**src/rtl/sdh_pkg.sv**
```systemverilog
// Shared types and constants for the supply detector with hysteresis.
package sdh_pkg;

  // Sample count per check; extra samples past the third reuse sample_c
  localparam int NUM_SAMPLES = 3;

  // Field widths
  localparam int RAW_W     = 12;
  localparam int CAL_W     = 12;
  localparam int TH_W      = 16;
  localparam int REF_W     = 16;
  localparam int DIVIDEND_W = 24;
  localparam int REM_W     = 12;
  localparam int PROD_W    = RAW_W + REF_W;
  localparam int SCALE_SH  = 12;
  localparam int MVX_W     = PROD_W - SCALE_SH;
  localparam int MV_W      = MVX_W + 2;

  // Divider sequencing
  localparam int DIV_STEPS = DIVIDEND_W;
  localparam int DIV_CNT_W = $clog2(DIV_STEPS);

  // Scaling sequencing: one multiply per sample plus the confirm sample,
  // evaluation following in the cycle after each multiply
  localparam int SCALE_LAST = NUM_SAMPLES + 1;
  localparam int SCNT_W     = $clog2(SCALE_LAST + 1);

  // Reference multiplier in millivolts
  localparam logic [DIVIDEND_W-1:0] REF_MV = DIVIDEND_W'(3300);

  // Configuration port
  localparam int ADDR_W = 4;
  localparam int DATA_W = 32;
  localparam logic [1:0] REG_UP_TH   = 2'd0;
  localparam logic [1:0] REG_DOWN_TH = 2'd1;
  localparam logic [1:0] REG_VREF_CAL = 2'd2;

  localparam logic [TH_W-1:0]  UP_TH_RST   = TH_W'(4900);
  localparam logic [TH_W-1:0]  DOWN_TH_RST = TH_W'(4700);
  localparam logic [CAL_W-1:0] VREF_CAL_RST = CAL_W'(1526);

  // Power status codes
  typedef enum logic [2:0] {
    ST_BATTERY = 3'd0,
    ST_AC      = 3'd1,
    ST_DC      = 3'd2,
    ST_AUX     = 3'd3,
    ST_WAKEUP  = 3'd4,
    ST_REBOOT  = 3'd5,
    ST_RESET   = 3'd6,
    ST_UNUSED  = 3'd7
  } status_t;

  // Multiplier operand select
  typedef enum logic [1:0] {
    SEL_A    = 2'd0,
    SEL_B    = 2'd1,
    SEL_C    = 2'd2,
    SEL_CONF = 2'd3
  } sel_t;

  typedef struct packed {
    logic [TH_W-1:0]  up_th;
    logic [TH_W-1:0]  down_th;
    logic [CAL_W-1:0] vref_cal;
  } cfg_t;

  // Controller to datapath
  typedef struct packed {
    logic load;
    logic div_step;
    logic mul;
    sel_t sel;
    logic eval;
    logic eval_confirm;
    logic commit;
  } cmd_t;

  // Datapath to controller
  typedef struct packed {
    logic need_check;
    logic vref_zero;
  } stat_t;

endpackage

```
**src/rtl/supply_detect_with_hysteresis_top.sv**
```systemverilog
// Top level of the supply detector with hysteresis.
// One item is processed at a time. A poll, or an alter-to-battery request,
// with a nonzero reference reading passes through capture, route, 24 steps
// of the one-bit-per-cycle reference divider, scaling on the shared
// multiplier and commit; every other item goes from capture through route
// straight to commit. A new item is accepted while a finished result
// still waits on out_stall; the next result is committed only once the
// waiting one has been taken.
// Configuration registers sit at byte addresses 0 (up threshold), 4 (down
// threshold) and 8 (reference calibration); the user must see that they are
// written only while idle, as the block itself does not enforce this.
module supply_detect_with_hysteresis_top (
  input  logic                       clk,
  input  logic                       rst_n,
  // Input items
  input  logic                       in_valid,
  output logic                       in_stall,
  input  logic                       in_op,
  input  logic [2:0]                 in_requested_status,
  input  logic [sdh_pkg::RAW_W-1:0]  in_vrefint_raw,
  input  logic [sdh_pkg::RAW_W-1:0]  in_sample_a,
  input  logic [sdh_pkg::RAW_W-1:0]  in_sample_b,
  input  logic [sdh_pkg::RAW_W-1:0]  in_sample_c,
  input  logic [sdh_pkg::RAW_W-1:0]  in_confirm_sample,
  // Result items
  output logic                       out_valid,
  input  logic                       out_stall,
  output logic [2:0]                 out_status,
  // Configuration
  input  logic                       psel,
  input  logic                       penable,
  input  logic                       pwrite,
  input  logic [sdh_pkg::ADDR_W-1:0] paddr,
  input  logic [sdh_pkg::DATA_W-1:0] pwdata,
  output logic [sdh_pkg::DATA_W-1:0] prdata,
  output logic                       pready
);

  sdh_pkg::cfg_t  cfg;
  sdh_pkg::cmd_t  cmd;
  sdh_pkg::stat_t stat;

  sdh_regs u_regs (
    .clk     (clk),
    .rst_n   (rst_n),
    .psel    (psel),
    .penable (penable),
    .pwrite  (pwrite),
    .paddr   (paddr),
    .pwdata  (pwdata),
    .prdata  (prdata),
    .pready  (pready),
    .cfg     (cfg)
  );

  sdh_ctrl u_ctrl (
    .clk       (clk),
    .rst_n     (rst_n),
    .in_valid  (in_valid),
    .in_stall  (in_stall),
    .out_valid (out_valid),
    .out_stall (out_stall),
    .stat      (stat),
    .cmd       (cmd)
  );

  sdh_dp u_dp (
    .clk                 (clk),
    .rst_n               (rst_n),
    .cfg                 (cfg),
    .cmd                 (cmd),
    .stat                (stat),
    .in_op               (in_op),
    .in_requested_status (in_requested_status),
    .in_vrefint_raw      (in_vrefint_raw),
    .in_sample_a         (in_sample_a),
    .in_sample_b         (in_sample_b),
    .in_sample_c         (in_sample_c),
    .in_confirm_sample   (in_confirm_sample),
    .out_status          (out_status)
  );

endmodule

```
**src/rtl/sdh_regs.sv**
```systemverilog
// Configuration register file behind the APB-style port.
module sdh_regs (
  input  logic                        clk,
  input  logic                        rst_n,
  input  logic                        psel,
  input  logic                        penable,
  input  logic                        pwrite,
  input  logic [sdh_pkg::ADDR_W-1:0]  paddr,
  input  logic [sdh_pkg::DATA_W-1:0]  pwdata,
  output logic [sdh_pkg::DATA_W-1:0]  prdata,
  output logic                        pready,
  output sdh_pkg::cfg_t               cfg
);

  logic [sdh_pkg::TH_W-1:0]  up_th_r;
  logic [sdh_pkg::TH_W-1:0]  down_th_r;
  logic [sdh_pkg::CAL_W-1:0] vref_cal_r;
  logic [1:0]                reg_idx;
  logic                      wr_en;

  assign pready  = 1'b1;
  assign reg_idx = paddr[3:2];
  assign wr_en   = psel & penable & pwrite;

  // Write on the access phase
  always_ff @(posedge clk) begin
    if (!rst_n) begin
      up_th_r    <= sdh_pkg::UP_TH_RST;
      down_th_r  <= sdh_pkg::DOWN_TH_RST;
      vref_cal_r <= sdh_pkg::VREF_CAL_RST;
    end else if (wr_en) begin
      unique case (reg_idx)
        sdh_pkg::REG_UP_TH:    up_th_r    <= pwdata[sdh_pkg::TH_W-1:0];
        sdh_pkg::REG_DOWN_TH:  down_th_r  <= pwdata[sdh_pkg::TH_W-1:0];
        sdh_pkg::REG_VREF_CAL: vref_cal_r <= pwdata[sdh_pkg::CAL_W-1:0];
        default: ;
      endcase
    end
  end

  // Read back
  always_comb begin
    unique case (reg_idx)
      sdh_pkg::REG_UP_TH:    prdata = sdh_pkg::DATA_W'(up_th_r);
      sdh_pkg::REG_DOWN_TH:  prdata = sdh_pkg::DATA_W'(down_th_r);
      sdh_pkg::REG_VREF_CAL: prdata = sdh_pkg::DATA_W'(vref_cal_r);
      default:               prdata = '0;
    endcase
  end

  assign cfg.up_th    = up_th_r;
  assign cfg.down_th  = down_th_r;
  assign cfg.vref_cal = vref_cal_r;

endmodule

```
**src/rtl/sdh_dp.sv**
```systemverilog
// Datapath: item capture, reference divider, sample scaling and status update.
module sdh_dp (
  input  logic                       clk,
  input  logic                       rst_n,
  input  sdh_pkg::cfg_t              cfg,
  input  sdh_pkg::cmd_t              cmd,
  output sdh_pkg::stat_t             stat,
  input  logic                       in_op,
  input  logic [2:0]                 in_requested_status,
  input  logic [sdh_pkg::RAW_W-1:0]  in_vrefint_raw,
  input  logic [sdh_pkg::RAW_W-1:0]  in_sample_a,
  input  logic [sdh_pkg::RAW_W-1:0]  in_sample_b,
  input  logic [sdh_pkg::RAW_W-1:0]  in_sample_c,
  input  logic [sdh_pkg::RAW_W-1:0]  in_confirm_sample,
  output logic [2:0]                 out_status
);

  // Captured item
  logic                         op_r;
  sdh_pkg::status_t             req_r;
  logic [sdh_pkg::RAW_W-1:0]    vref_r;
  logic [sdh_pkg::RAW_W-1:0]    samp_a_r;
  logic [sdh_pkg::RAW_W-1:0]    samp_b_r;
  logic [sdh_pkg::RAW_W-1:0]    samp_c_r;
  logic [sdh_pkg::RAW_W-1:0]    samp_conf_r;

  // Divider: quotient shifts in where the dividend shifts out
  logic [sdh_pkg::DIVIDEND_W-1:0] quo_r;
  logic [sdh_pkg::REM_W-1:0]      rem_r;
  logic [sdh_pkg::REM_W:0]        rem_sh;
  logic                           rem_ge;

  // Scaling
  logic [sdh_pkg::RAW_W-1:0]  mul_raw;
  logic [sdh_pkg::PROD_W-1:0] prod_r;
  logic [sdh_pkg::MVX_W-1:0]  mv_x;
  logic [sdh_pkg::MV_W-1:0]   mv;
  logic                       mv_up;
  logic                       mv_down;
  logic                       all_up_r;
  logic                       all_down_r;
  logic                       conf_up_r;
  logic                       conf_down_r;

  // Architectural state
  logic                       det_r;
  sdh_pkg::status_t           cur_r;
  logic                       chk;
  sdh_pkg::status_t           cur_nxt;

  // Capture the item and the dividend
  always_ff @(posedge clk) begin
    if (cmd.load) begin
      op_r        <= in_op;
      req_r       <= sdh_pkg::status_t'(in_requested_status);
      vref_r      <= in_vrefint_raw;
      samp_a_r    <= in_sample_a;
      samp_b_r    <= in_sample_b;
      samp_c_r    <= in_sample_c;
      samp_conf_r <= in_confirm_sample;
    end
  end

  // One quotient bit per step
  assign rem_sh = {rem_r, quo_r[sdh_pkg::DIVIDEND_W-1]};
  assign rem_ge = rem_sh >= {1'b0, vref_r};

  always_ff @(posedge clk) begin
    if (cmd.load) begin
      quo_r <= sdh_pkg::DIVIDEND_W'(cfg.vref_cal) * sdh_pkg::REF_MV;
      rem_r <= '0;
    end else if (cmd.div_step) begin
      if (rem_ge) begin
        rem_r <= sdh_pkg::REM_W'(rem_sh - {1'b0, vref_r});
      end else begin
        rem_r <= rem_sh[sdh_pkg::REM_W-1:0];
      end
      quo_r <= {quo_r[sdh_pkg::DIVIDEND_W-2:0], rem_ge};
    end
  end

  // Select the reading for the shared multiplier
  always_comb begin
    unique case (cmd.sel)
      sdh_pkg::SEL_A:    mul_raw = samp_a_r;
      sdh_pkg::SEL_B:    mul_raw = samp_b_r;
      sdh_pkg::SEL_C:    mul_raw = samp_c_r;
      sdh_pkg::SEL_CONF: mul_raw = samp_conf_r;
      default:           mul_raw = samp_a_r;
    endcase
  end

  always_ff @(posedge clk) begin
    if (cmd.mul) begin
      prod_r <= sdh_pkg::PROD_W'(mul_raw) * sdh_pkg::PROD_W'(quo_r[sdh_pkg::REF_W-1:0]);
    end
  end

  // Millivolts: drop the ADC fraction, then times three
  assign mv_x    = prod_r[sdh_pkg::PROD_W-1:sdh_pkg::SCALE_SH];
  assign mv      = {1'b0, mv_x, 1'b0} + sdh_pkg::MV_W'(mv_x);
  assign mv_up   = mv > sdh_pkg::MV_W'(cfg.up_th);
  assign mv_down = mv < sdh_pkg::MV_W'(cfg.down_th);

  // Accumulate the threshold votes
  always_ff @(posedge clk) begin
    if (cmd.load) begin
      all_up_r   <= 1'b1;
      all_down_r <= 1'b1;
    end else if (cmd.eval) begin
      if (cmd.eval_confirm) begin
        conf_up_r   <= mv_up;
        conf_down_r <= mv_down;
      end else begin
        all_up_r   <= all_up_r & mv_up;
        all_down_r <= all_down_r & mv_down;
      end
    end
  end

  assign stat.need_check = !op_r || (req_r == sdh_pkg::ST_BATTERY);
  assign stat.vref_zero  = (vref_r == '0);

  // Check result with hysteresis
  always_comb begin
    if (stat.vref_zero) begin
      chk = 1'b0;
    end else if (!det_r) begin
      chk = all_up_r & conf_up_r;
    end else begin
      chk = !(all_down_r & conf_down_r);
    end
  end

  // Next status under the latching rules
  always_comb begin
    cur_nxt = cur_r;
    if (!op_r) begin
      if (!((cur_r == sdh_pkg::ST_WAKEUP && !chk) || cur_r == sdh_pkg::ST_REBOOT ||
            cur_r == sdh_pkg::ST_RESET)) begin
        cur_nxt = chk ? sdh_pkg::ST_AC : sdh_pkg::ST_BATTERY;
      end
    end else begin
      unique case (req_r)
        sdh_pkg::ST_WAKEUP: begin
          if (cur_r == sdh_pkg::ST_BATTERY) cur_nxt = sdh_pkg::ST_WAKEUP;
        end
        sdh_pkg::ST_BATTERY: begin
          cur_nxt = chk ? sdh_pkg::ST_AC : sdh_pkg::ST_BATTERY;
        end
        sdh_pkg::ST_REBOOT: begin
          cur_nxt = sdh_pkg::ST_REBOOT;
        end
        sdh_pkg::ST_RESET: begin
          if (cur_r == sdh_pkg::ST_AC || cur_r == sdh_pkg::ST_DC ||
              cur_r == sdh_pkg::ST_AUX) begin
            cur_nxt = sdh_pkg::ST_RESET;
          end
        end
        default: ;
      endcase
    end
  end

  // Commit the item's effect
  always_ff @(posedge clk) begin
    if (!rst_n) begin
      det_r <= 1'b0;
      cur_r <= sdh_pkg::ST_BATTERY;
    end else if (cmd.commit) begin
      if (stat.need_check) det_r <= chk;
      cur_r <= cur_nxt;
    end
  end

  assign out_status = cur_r;

endmodule

```
**src/rtl/sdh_ctrl.sv**
```systemverilog
// Controller: sequences capture, division, scaling and result hand-off.
module sdh_ctrl (
  input  logic           clk,
  input  logic           rst_n,
  input  logic           in_valid,
  output logic           in_stall,
  output logic           out_valid,
  input  logic           out_stall,
  input  sdh_pkg::stat_t stat,
  output sdh_pkg::cmd_t  cmd
);

  typedef enum logic [2:0] {
    S_IDLE,
    S_ROUTE,
    S_DIV,
    S_SCALE,
    S_DONE
  } state_t;

  state_t                      state_r;
  state_t                      state_nxt;
  logic [sdh_pkg::DIV_CNT_W-1:0] div_cnt_r;
  logic [sdh_pkg::DIV_CNT_W-1:0] div_cnt_nxt;
  logic [sdh_pkg::SCNT_W-1:0]  scnt_r;
  logic [sdh_pkg::SCNT_W-1:0]  scnt_nxt;
  logic                        out_valid_r;
  logic                        out_valid_nxt;
  logic                        out_free;

  assign out_free  = !out_valid_r || !out_stall;
  assign in_stall  = (state_r != S_IDLE);
  assign out_valid = out_valid_r;

  // Next state and commands
  always_comb begin
    state_nxt     = state_r;
    div_cnt_nxt   = div_cnt_r;
    scnt_nxt      = scnt_r;
    out_valid_nxt = out_valid_r;
    cmd           = '0;
    cmd.sel       = sdh_pkg::SEL_A;

    // Drop a result once taken
    if (out_valid_r && !out_stall) out_valid_nxt = 1'b0;

    unique case (state_r)
      S_IDLE: begin
        if (in_valid) begin
          cmd.load  = 1'b1;
          state_nxt = S_ROUTE;
        end
      end
      S_ROUTE: begin
        div_cnt_nxt = '0;
        scnt_nxt    = '0;
        state_nxt   = (stat.need_check && !stat.vref_zero) ? S_DIV : S_DONE;
      end
      S_DIV: begin
        cmd.div_step = 1'b1;
        div_cnt_nxt  = div_cnt_r + 1'b1;
        if (div_cnt_r == sdh_pkg::DIV_CNT_W'(sdh_pkg::DIV_STEPS - 1)) state_nxt = S_SCALE;
      end
      S_SCALE: begin
        // Multiply sample k while evaluating sample k-1
        cmd.mul = (scnt_r <= sdh_pkg::SCNT_W'(sdh_pkg::NUM_SAMPLES));
        if (scnt_r == sdh_pkg::SCNT_W'(sdh_pkg::NUM_SAMPLES)) begin
          cmd.sel = sdh_pkg::SEL_CONF;
        end else if (scnt_r >= sdh_pkg::SCNT_W'(2)) begin
          cmd.sel = sdh_pkg::SEL_C;
        end else if (scnt_r == sdh_pkg::SCNT_W'(1)) begin
          cmd.sel = sdh_pkg::SEL_B;
        end else begin
          cmd.sel = sdh_pkg::SEL_A;
        end
        cmd.eval         = (scnt_r != '0);
        cmd.eval_confirm = (scnt_r == sdh_pkg::SCNT_W'(sdh_pkg::SCALE_LAST));
        scnt_nxt         = scnt_r + 1'b1;
        if (scnt_r == sdh_pkg::SCNT_W'(sdh_pkg::SCALE_LAST)) state_nxt = S_DONE;
      end
      S_DONE: begin
        // Hand over once the output register is free
        if (out_free) begin
          cmd.commit    = 1'b1;
          out_valid_nxt = 1'b1;
          state_nxt     = S_IDLE;
        end
      end
      default: state_nxt = S_IDLE;
    endcase
  end

  // Hold state, counters and the output valid
  always_ff @(posedge clk) begin
    if (!rst_n) begin
      state_r     <= S_IDLE;
      div_cnt_r   <= '0;
      scnt_r      <= '0;
      out_valid_r <= 1'b0;
    end else begin
      state_r     <= state_nxt;
      div_cnt_r   <= div_cnt_nxt;
      scnt_r      <= scnt_nxt;
      out_valid_r <= out_valid_nxt;
    end
  end

`ifndef SYNTHESIS
  a_commit_free: assert property (@(posedge clk) disable iff (!rst_n)
    cmd.commit |-> (!out_valid_r || !out_stall))
    else $error("status committed over an untaken result");

  a_commit_valid: assert property (@(posedge clk) disable iff (!rst_n)
    cmd.commit |=> out_valid_r)
    else $error("committed result not presented");

  a_load_route: assert property (@(posedge clk) disable iff (!rst_n)
    cmd.load |=> (state_r == S_ROUTE))
    else $error("captured item not routed");

  a_div_bound: assert property (@(posedge clk) disable iff (!rst_n)
    (state_r == S_DIV) |-> (div_cnt_r <= sdh_pkg::DIV_CNT_W'(sdh_pkg::DIV_STEPS - 1)))
    else $error("divider ran past its last step");
`endif

endmodule

```
**config.mk**
```make
export PLATFORM = sky130hd
export DESIGN_NAME = supply_detect_with_hysteresis_top
export DESIGN_NICKNAME = d
export VERILOG_FILES = /design/src/rtl/sdh_pkg.sv /design/src/rtl/supply_detect_with_hysteresis_top.sv /design/src/rtl/sdh_regs.sv /design/src/rtl/sdh_dp.sv /design/src/rtl/sdh_ctrl.sv
export SDC_FILE = /design/constraint.sdc
export NUM_CORES = 1
export LEC_CHECK = 0
export BUFFER_PORTS_ARGS = -buffer_cell sky130_fd_sc_hd__buf_2
export CORE_ASPECT_RATIO = 1.25
export CORE_MARGIN = 8
export CORE_UTILIZATION = 42
export DETAILED_ROUTE_END_ITERATION = 12
export HOLD_SLACK_MARGIN = 0.12
export PLACE_DENSITY = 0.61
export SETUP_SLACK_MARGIN = 0.15
export SYNTH_ARGS = -nofsm -noshare
export SYNTH_HDL_FRONTEND = slang
export SYNTH_SLANG_ARGS = --single-unit
```
**constraint.sdc**
```tcl
create_clock -name clk -period 8.45 [get_ports clk]
set_clock_uncertainty 0.1 [all_clocks]
set_input_delay 1.2675 -clock clk [delete_from_list [all_inputs] [get_ports clk]]
set_output_delay 1.2675 -clock clk [all_outputs]
set_load 0.01 [all_outputs]
```
Word-level counts from Yosys, hierarchy flattened
Cells that the tools add are included.
{"block": "totals", "out_inout_bits": 38, "inputBits": 107, "regBits": 192, "wordCells": 140}
{"block": "op_classes", "n_reduce_logical": 34, "muxes": 33, "multipliers": 2, "eq_ne": 30, "add_sub_neg": 4, "order_cmp": 5, "n_bitwise": 8}
{"operator": "$mux W24", "count": 2}
{"operator": "$pmux W12 S4", "count": 1}
{"operator": "$pmux W16 S3", "count": 1}
{"operator": "$mul A12 B16 Y28", "count": 1}
{"operator": "$mux W3", "count": 9}
{"operator": "$eq A3 B3 Y1 const B", "count": 8}
{"operator": "$mul A12 B10 Y22 const B", "count": 1}
{"operator": "$add A17 B16 Y18", "count": 1}
{"operator": "$gt A18 B16 Y1", "count": 1}
{"operator": "$lt A18 B16 Y1", "count": 1}
{"operator": "$eq A3 B2 Y1 const B", "count": 5}
{"operator": "$pmux W3 S5", "count": 1}
{"operator": "$ge A13 B12 Y1", "count": 1}
{"operator": "$logic_not A12 Y1", "count": 1}
{"operator": "$mux W1", "count": 12}
{"operator": "$mux W12", "count": 1}
{"operator": "$pmux W3 S4", "count": 1}
{"operator": "$sub A12 B12 Y12", "count": 1}
{"operator": "$pmux W5 S2", "count": 1}
{"operator": "$reduce_and A2 Y1", "count": 5}
{"operator": "$eq A3 B1 Y1 const B", "count": 3}
{"operator": "$logic_not A3 Y1", "count": 3}
{"operator": "$ne A2 B1 Y1 const B", "count": 4}
{"operator": "$and A1 B1 Y1", "count": 6}
{"operator": "other kinds (23)", "count": 45}

Logic depth before layout (Yosys ltp)
Gate-level depths: netlist of the first run.
{"block": "logic_depth", "word_depth": 10, "depth_mapped": 31, "ltp_nobuf": 27}

By module
A second synthesis of the first run with hierarchy kept.
{"block": "unflattened", "hier_cells": 1835, "area_unflattened_um2": 17757.0}
{"module": "sdh_dp", "cells_each": 1479, "n_inst": 1, "area_each_um2": 14709.1, "seq_area_each_um2": 3523.4}
{"module": "sdh_regs", "cells_each": 248, "n_inst": 1, "area_each_um2": 2192.1, "seq_area_each_um2": 880.8}
{"module": "sdh_ctrl", "cells_each": 108, "n_inst": 1, "area_each_um2": 855.8, "seq_area_each_um2": 240.2}

Worst setup path before layout of the first run
No wires, ideal clock.
{"block": "synth_path", "path_kind": "reg2reg", "from": "register u_ctrl.scnt_r[0] (netlist name)", "to": "register u_dp.prod_r[19] (netlist name), data pin", "setup_ps": 260, "t_arrival_ps": 6549, "path_stages_with_launch": 29, "slack_ps": 1541, "n_path_buf": 3, "synth_period_minus_slack_ps": 6909, "t_required_ps": 8090, "cell_sequence": "dfxtp_1 -> ha_1 -> ha_1 -> buf_6 -> nor2_1 -> a21o_1 -> clkbuf_1 -> a222oi_1 -> nand2_1 -> buf_2 -> nand2_1 -> fa_1 -> fa_1 -> fa_1 -> inv_1 -> fa_1 -> inv_1 -> fa_1 -> inv_1 -> ha_1 -> a21o_1 -> a21o_1 -> a21oi_1 -> a2bb2oi_1 -> a31oi_2 -> o21ai_0 -> nand2_1 -> a21o_1 -> xor2_1"}
{"block": "synth_via", "elab_chain_cells": 8, "word_cells_on_any_way": 13, "cone_classes": "mul (1); order compare (1); eq/ne (5); mux (5); reduce/logical (1)"}
{"element": "start: declaration", "line": "sdh_ctrl.sv:25", "rtl": "logic [sdh_pkg::SCNT_W-1:0] scnt_r;"}
{"element": "start signal: assignment", "line": "sdh_ctrl.sv:103", "rtl": "scnt_r <= scnt_nxt;"}
{"element": "parallel branches: the longest is 3 deep, another holds $ge A3 B2 Y1"}
{"element": "$mux W2 (*)", "line": "sdh_ctrl.sv:67", "rtl": "if (scnt_r == sdh_pkg::SCNT_W'(sdh_pkg::NUM_SAMPLES)) begin"}
{"element": "$mux W5 (*)", "line": "sdh_ctrl.sv:47", "rtl": "unique case (state_r)"}
{"element": "$eq A2 B2 Y1, or another cell as far along", "line": "sdh_dp.sv:84", "rtl": "unique case (cmd.sel)"}
{"element": "$pmux W12 S4 (*)", "line": "sdh_dp.sv:84"}
{"element": "$mul A12 B16 Y28 (*)", "line": "sdh_dp.sv:95", "rtl": "prod_r <= sdh_pkg::PROD_W'(mul_raw) * sdh_pkg::PROD_W'(quo_r[sdh_pkg::REF_W-1:0]);"}
{"element": "end signal: assignment", "line": "sdh_dp.sv:95"}
{"element": "end: declaration", "line": "sdh_dp.sv:35", "rtl": "logic [sdh_pkg::PROD_W-1:0] prod_r;"}
Every way passes the cells marked *.
A chain may end at the register's enable or synchronous reset.

Worst setup path after layout of the first run
{"block": "layout_path", "from": "register u_ctrl.scnt_r[1] (netlist name)", "to": "register u_dp.prod_r[19] (netlist name), data pin"}
The elaborated chain is that of the path after synthesis.

==> flow_metrics.tcl, run 1 <==
set metrics [dict create \
    min_to "u_dp.rem_r[4]$_SDFFE_PP0P_" \
    finalMaxSlewViolations 0 \
    leakagePower_nw 8.92 \
    crit_fanout 16 \
    stdcell_area_um2 19000 \
    crit_path_start_kind "register" \
    rsz0062_at_grt "no" \
    hold_path.startpoint "u_dp.rem_r[4]$_SDFFE_PP0P_" \
    fin_setup_tns_ps 0 \
    period_needed_ps 7760 \
    cp.arrival_ps 7870 \
    via_per_inst 5.10 \
    first_pass_iters 5 \
    antenna_found_initial 0 \
    final_core_util 0.464 \
    crit_slowest_cell "fa_1" \
    hold_viol_final 0 \
    layout_commonest_cell "inv_1" \
    ir_worst_vdd_v 0.000399 \
    hold_class "register to register" \
    die_x_um 198 \
    core_um2 41000 \
    area_growth_pct 9.31 \
    layout-drive-gt1-share 0.0904 \
    drc 0 \
    period_share 0.919 \
    reg2reg_slack_ps 690 \
    cpMostUsedCell "fa_1" \
    num_vias 12900 \
    cts_resized 0 \
    cp-end-kind "register" \
    gp_congestion 0.866 \
    relSlewSlack 0.205 \
    synth_ff_type "edfxtp_1" \
    syn-cell-area_um2 17400 \
    wirelength_um 40300 \
    ys_seq_area_frac 0.267 \
    overflow 0 \
    crit_buf_inv 2 \
    grtUsageTotal 0.172 \
    dieArea_um2 48300 \
    antenna_left 0 \
    hold_ws_ps 384 \
    cts.sinks 180 \
    grt_max_degree 79 \
    r2r_cells 24 \
    syn_area_per_cell_um2 9.27 \
    cts_buffer_depth 2 \
    synth_edf_count 104 \
    r2r_start "u_ctrl.scnt_r[1]$_SDFFE_PN0P_" \
    grt_pass1_vias 13400 \
    maxCapViolations 0 \
    numCtsBuffers 17 \
    ios 145 \
    h-tree-depth 4 \
    async_flop_share 0 \
    min_path_cells 2 \
    cts_hold_buf 0 \
    num_rows 83 \
    clkTransAtPathRegs_ps 80 \
    clk_latency_ps 460 \
    nNetsFinal 2431 \
    worstPathRequired_ps 8560 \
    dpl_cell_area_um2 18500 \
    n_fill_cell 3955 \
    cts_tree "built" \
    ys.warnings.count 0 \
    slowest_delay_ps 520 \
    r2r_end "u_dp.prod_r[19]$_DFFE_PP_" \
    p_per_area_nw_per_um2 355 \
    grt_pass1_wl_um 66500 \
    root_buffer "clkbuf_16" \
    crit_family "adder cells" \
    status "finished, final reports clean" \
    fmax_mhz 129 \
    die_h_um 244 \
    drt_iter0_drc 678 \
    worstSetupPathType "register to register" \
    start_util 0.425 \
    tightest_slew_ps 1190 \
    final_cell_mix "inv_1, nand2_1, ha_1" \
    setup_viol 0 \
    ys_ff_latch 180 \
    syn_inst 1879 \
    place_hpwl_um 32900 \
    antenna-diode-count 0 \
    dp.cells 2489 \
    crit_chain "ha_1, ha_1, nor2_1, a21o_1, a222oi_1, nand2_1, and2_1, fa_1, inv_1, fa_1, inv_1, fa_1, fa_1, fa_1, ha_1, a21o_1, a21o_1, a21oi_1, a2bb2oi_1, a31oi_2, o21ai_0, nand2_1, a21o_1, xor2_1" \
    cts_setup_buffers 0 \
    drt-wirelength-per-cell_um 16.0 \
    portBuffers 109 \
    stdcell_count 2521 \
    yosys.cell_types.count 76 \
]
==> kinds of logic after synthesis <==
logic type	Yosys count	synth area share
other	2	0.000431
muxes	27	0.0155
buffers and inverters	390	0.0890
and+or+nand+nor	554	0.147
AOI/OAI and AO/OA	308	0.118
xor gates and xnor gates	50	0.0251
adders and majority gates	368	0.338
DFF	180	0.267
==> tightest hold or removal path: cells and delay by family (launching register included) <==
kind / cells / cell delay (ps)
DFF: 1 / 320
and+or+nand+nor: 1 / 50
AOI/OAI and AO/OA: 1 / 60
==> flip-flops by register name (all words and copies together) (netlist names), 5 cells and up <==
| signal | cells |
|---|---|
| u_ctrl.div_cnt_r | 5 |
| u_dp.prod_r | 16 |
| u_dp.quo_r | 24 |
| u_dp.rem_r | 12 |
| u_dp.samp_a_r | 12 |
| u_dp.samp_b_r | 12 |
| u_dp.samp_c_r | 12 |
| u_dp.samp_conf_r | 12 |
| u_dp.vref_r | 12 |
| u_regs.down_th_r | 16 |
| u_regs.up_th_r | 16 |
| u_regs.vref_cal_r | 12 |
==> power breakdown <==
part           total [W]  switching [W]  internal (W)  leakage [nW]
Combinational    0.00465        0.00268       0.00197          7.01
Sequential       0.00132      0.0000972       0.00122          1.61
Clock           0.000798       0.000380      0.000418         0.297
==> Yosys cell counts, drive strengths merged (6+ instances only) <==
master  instances  share of area
a21boi         37          0.016
or3            11         0.0043
fa            172           0.20
a31oi           9         0.0036
xor2           17         0.0085
o21ai          79          0.023
nor3b           9         0.0039
nor4            7         0.0029
a21o           25          0.011
nand4          14         0.0054
inv           307          0.066
nand2         304          0.065
xnor2          33          0.017
o211ai         19         0.0082
ha            196           0.14
nor2           56          0.012
nor3           20         0.0057
nor2b          16         0.0057
buf            32          0.012
mux2i          27          0.016
nand2b          6         0.0022
o21a           10         0.0043
edfxtp        104           0.18
o21bai          8         0.0034
clkbuf         50          0.011
a222oi         10         0.0057
and2           77          0.028
dfxtp          76          0.087
a22o            9         0.0045
nand3          21         0.0060
a21oi          59          0.017
==> stage by stage <==
stage               setup WS, ps  total power, W
finish                       688         0.00677
global route                 290         0.00757
CTS                          654         0.00689
detailed placement           716         0.00604
global placement             751         0.00596
floorplan                   1540         0.00496
==> layout make-up <==
| cell class | instances | area (um2) | share of cell area |
|---|---|---|---|
| Clock buffer | 19 | 464 | 0.0244 |
| Clock inverter | 13 | 125 | 0.00657 |
| Inverter | 308 | 1160 | 0.0607 |
| Multi-Input combinational cell | 1324 | 11300 | 0.593 |
| Sequential cell | 180 | 4640 | 0.244 |
| Tap cell | 552 | 691 | 0.0363 |
| Timing Repair Buffer | 125 | 666 | 0.0349 |
==> worst max path at each step <==
stage	start	endpoint	cells past startpoint
2_1_floorplan	u_ctrl.scnt_r[0]$_SDFFE_PN0P_	u_dp.prod_r[19]$_DFFE_PP_	28
3_3_place_gp	u_ctrl.scnt_r[1]$_SDFFE_PN0P_	u_dp.prod_r[27]$_DFFE_PP_	24
3_5_place_dp	u_ctrl.scnt_r[1]$_SDFFE_PN0P_	u_dp.prod_r[19]$_DFFE_PP_	24
4_1_cts	u_ctrl.scnt_r[2]$_SDFFE_PN0P_	u_dp.prod_r[26]$_DFFE_PP_	24
5_1_grt	u_ctrl.scnt_r[1]$_SDFFE_PN0P_	u_dp.prod_r[19]$_DFFE_PP_	24
6_report	u_ctrl.scnt_r[1]$_SDFFE_PN0P_	u_dp.prod_r[19]$_DFFE_PP_	24
==> layer usage <==
metal | global-route usage | share of wire
met1 | 0.206 | 0.43
met2 | 0.306 | 0.51
met3 | 0.0265 | 0.039
met4 | 0.0614 | 0.026
met5 | 0 | 0
(Power assumes the default switching activity.)
==> inputs of run 2 (changes only) <==
Settings changed: SYNTH_HIERARCHICAL set to 1.
Clock period 8.45 ns to 9.2 ns, I/O delays scaled along.
==> run 2 against run 1 <==
Compared with the run above:
- core utilization decreased by 0.39 points
- synthesized cell count is 2.3% lower
- non-clock buffer count is 7 lower
- hold slack got worse by 7.2 ps
- global-route usage rose by 0.057 points
- via count down 1.0%
- maximum frequency grew 0.18%
- sequential share of layout area down 0.33 points
- flip-flop and latch count stayed put
- critical endpoint is now u_dp/prod_r[27]$_DFFE_PP_
- highest routed layer unchanged
==> flow_metrics.tcl, run 2 <==
set metrics [dict create \
    first_pass_iters 4 \
    period_share 0.842 \
    layout-drive-gt1-share 0.0971 \
    yosys.cell_types.count 79 \
    finalMaxSlewViolations 0 \
    cts_resized 0 \
    die_h_um 246 \
    overflow 0 \
    clkTransAtPathRegs_ps 70 \
    drt-wirelength-per-cell_um 16.6 \
    hold_viol_final 0 \
    antenna_found_initial 0 \
    syn_area_per_cell_um2 9.68 \
    antenna_left 0 \
    ys.warnings.count 6 \
    setup_viol 0 \
    final_cell_mix "inv_1, nand2_1, ha_1" \
    ios 145 \
    area_growth_pct 8.74 \
    yosysTopAreaCellShare 0.194 \
    slowest_delay_ps 760 \
    wl_met3_um 987 \
    dp.cells 2443 \
    cp.arrival_ps 7840 \
    core_um2 41900 \
    drc 0 \
    grt_max_degree 83 \
    die_x_um 200 \
    fmax_mhz 129 \
    worstPathRequired_ps 9290 \
    worstSetupPathType "register to register" \
    crit_buf_inv 5 \
    cts_tree "built" \
    grt_pass1_vias 13600 \
    gp_congestion 0.806 \
    clk_latency_ps 450 \
    fin_setup_tns_ps 0 \
    place_hpwl_um 31900 \
    cts_setup_buffers 0 \
    num_rows 84 \
    ys_seq_area_frac 0.262 \
    cts.sinks 180 \
    synth_top_area_cell "fa_1" \
    syn-cell-area_um2 17800 \
    portBuffers 109 \
    root_buffer "clkbuf_16" \
    async_flop_share 0 \
    cts_hold_buf 0 \
    crit_fanout 19 \
    yosys-top-cells-area "fa_1, edfxtp_1, ha_1" \
    relSlewSlack 0.273 \
    met1Wirelength_um 17800 \
    cpMostUsedCell "fa_1" \
    largest-register "u_dp/quo_r" \
    ys_ff_latch 180 \
    syn_inst 1835 \
    crit_chain "nand3b_1, a21oi_2, buf_4, mux4_2, and2_1, fa_1, inv_1, fa_1, inv_1, fa_1, fa_1, inv_1, fa_1, inv_1, ha_1, a21oi_1, nor2_1, o31ai_1, a211oi_4, a2111oi_4, o31ai_4, a21oi_2, xnor2_1" \
    synth_ff_type "edfxtp_1" \
    largest_register_ffs 24 \
    crit_slowest_cell "mux4_2" \
    start_util 0.423 \
    dieArea_um2 49200 \
    layout_commonest_cell "inv_1" \
    via_per_inst 5.15 \
    synth_edf_count 104 \
    rsz0062_at_grt "no" \
    hold_class "register to register" \
    maxCapViolations 0 \
    status "finished, final reports clean" \
    crit_family "adder cells" \
    antenna-diode-count 0 \
    stdcell_count 2475 \
    tightest_slew_ps 1090 \
    cts_buffer_depth 2 \
    wl_met2_um 21400 \
    wirelength_um 41000 \
    period_needed_ps 7750 \
    cp-end-kind "register" \
    h-tree-depth 4 \
    drt_iter0_drc 533 \
    num_vias 12700 \
    synth_common_cells "inv_1, nand2_1, ha_1" \
    grt_pass1_wl_um 67600 \
    numCtsBuffers 17 \
    routed.top_layer "met4" \
    synth_most_common_cell "inv_1" \
    nNetsFinal 2379 \
    crit_path_start_kind "register" \
    grtUsageTotal 0.172 \
]
## run 2: cell count changes after synthesis, moves of 6 or more
cell and change:
a21oi_1 -7, o211ai_1 -7, nand2_1 -60, a222oi_1 -10, nor2_1 -7, a2111oi_0 +7, nor2b_1 +10, nor3_1 -7
mux4_2 +12, mux2i_1 +39, a21boi_0 -26, and2_1 -6, a211oi_1 +11
## run 2: routing by layer
| metal | global-route usage | up-vias |
|---|---|---|
| met5 | 0 | - |
| met4 | 0.0507 | 0 |
| met3 | 0.0183 | 45 |
| met2 | 0.314 | 203 |
| met1 | 0.210 | 6293 |
| li1 | - | 6193 |
## run 2: path summary, 6_finish.rpt
kind,start,endpoint,slack (ps),cells after the start
worst max-delay path,u_ctrl/state_r[0]$_SDFFE_PN0P_,u_dp/prod_r[27]$_DFFE_PP_,1450,23
worst min-delay path,u_regs/up_th_r[1]$_SDFFE_PN0P_,u_regs/up_th_r[1]$_SDFFE_PN0P_,380,2
worst max register to register,u_ctrl/state_r[0]$_SDFFE_PN0P_,u_dp/prod_r[27]$_DFFE_PP_,1450,23
worst min register to register,u_regs/up_th_r[1]$_SDFFE_PN0P_,u_regs/up_th_r[1]$_SDFFE_PN0P_,380,2
## run 2: layout make-up
type | instances | area, um2
Inverter | 307 | 1150
Fill cell | 3988 | 22600
Sequential cell | 180 | 4640
Tap cell | 559 | 699
Clock buffer | 17 | 425
Timing Repair Buffer | 118 | 613
Multi-Input combinational cell | 1279 | 11600
Clock inverter | 15 | 178
## run 2: cells by family (layout without fill, tap and decap cells)
kind of cell             count (synthesis)  count (layout)  synth area share
other                                    2              17          0.000423
XOR/XNOR                                49              49            0.0242
adder cells (fa/ha/maj)                369             369             0.333
AO/OA/AOI/OAI                          283             283             0.108
multiplexers                            79              79            0.0531
flip-flops                             180             180             0.262
AND/OR/NAND/NOR                        482             482             0.130
buffers and inverters                  391             457            0.0897
## run 2: tightest hold or removal path, stage by stage, from the launching register on
cell     delay [ps]
dfxtp_1         330
nand2_1          50
mux2i_1          50
## run 2: through the flow
step	hold slack [ps]	worst slack, ps	util	instance area [um2]
2_1_floorplan	337	1940	-	17800
3_3_place_gp	354	1480	0.446	18700
3_5_place_dp	367	1400	0.446	18700
4_1_cts	377	1390	0.460	19300
5_1_grt	389	1000	0.460	19300
6_report	376	1450	0.460	19300
Power of run 2 is not shown: default switching activity piles up to over one toggle a cycle in this logic, so the estimate is an artifact.
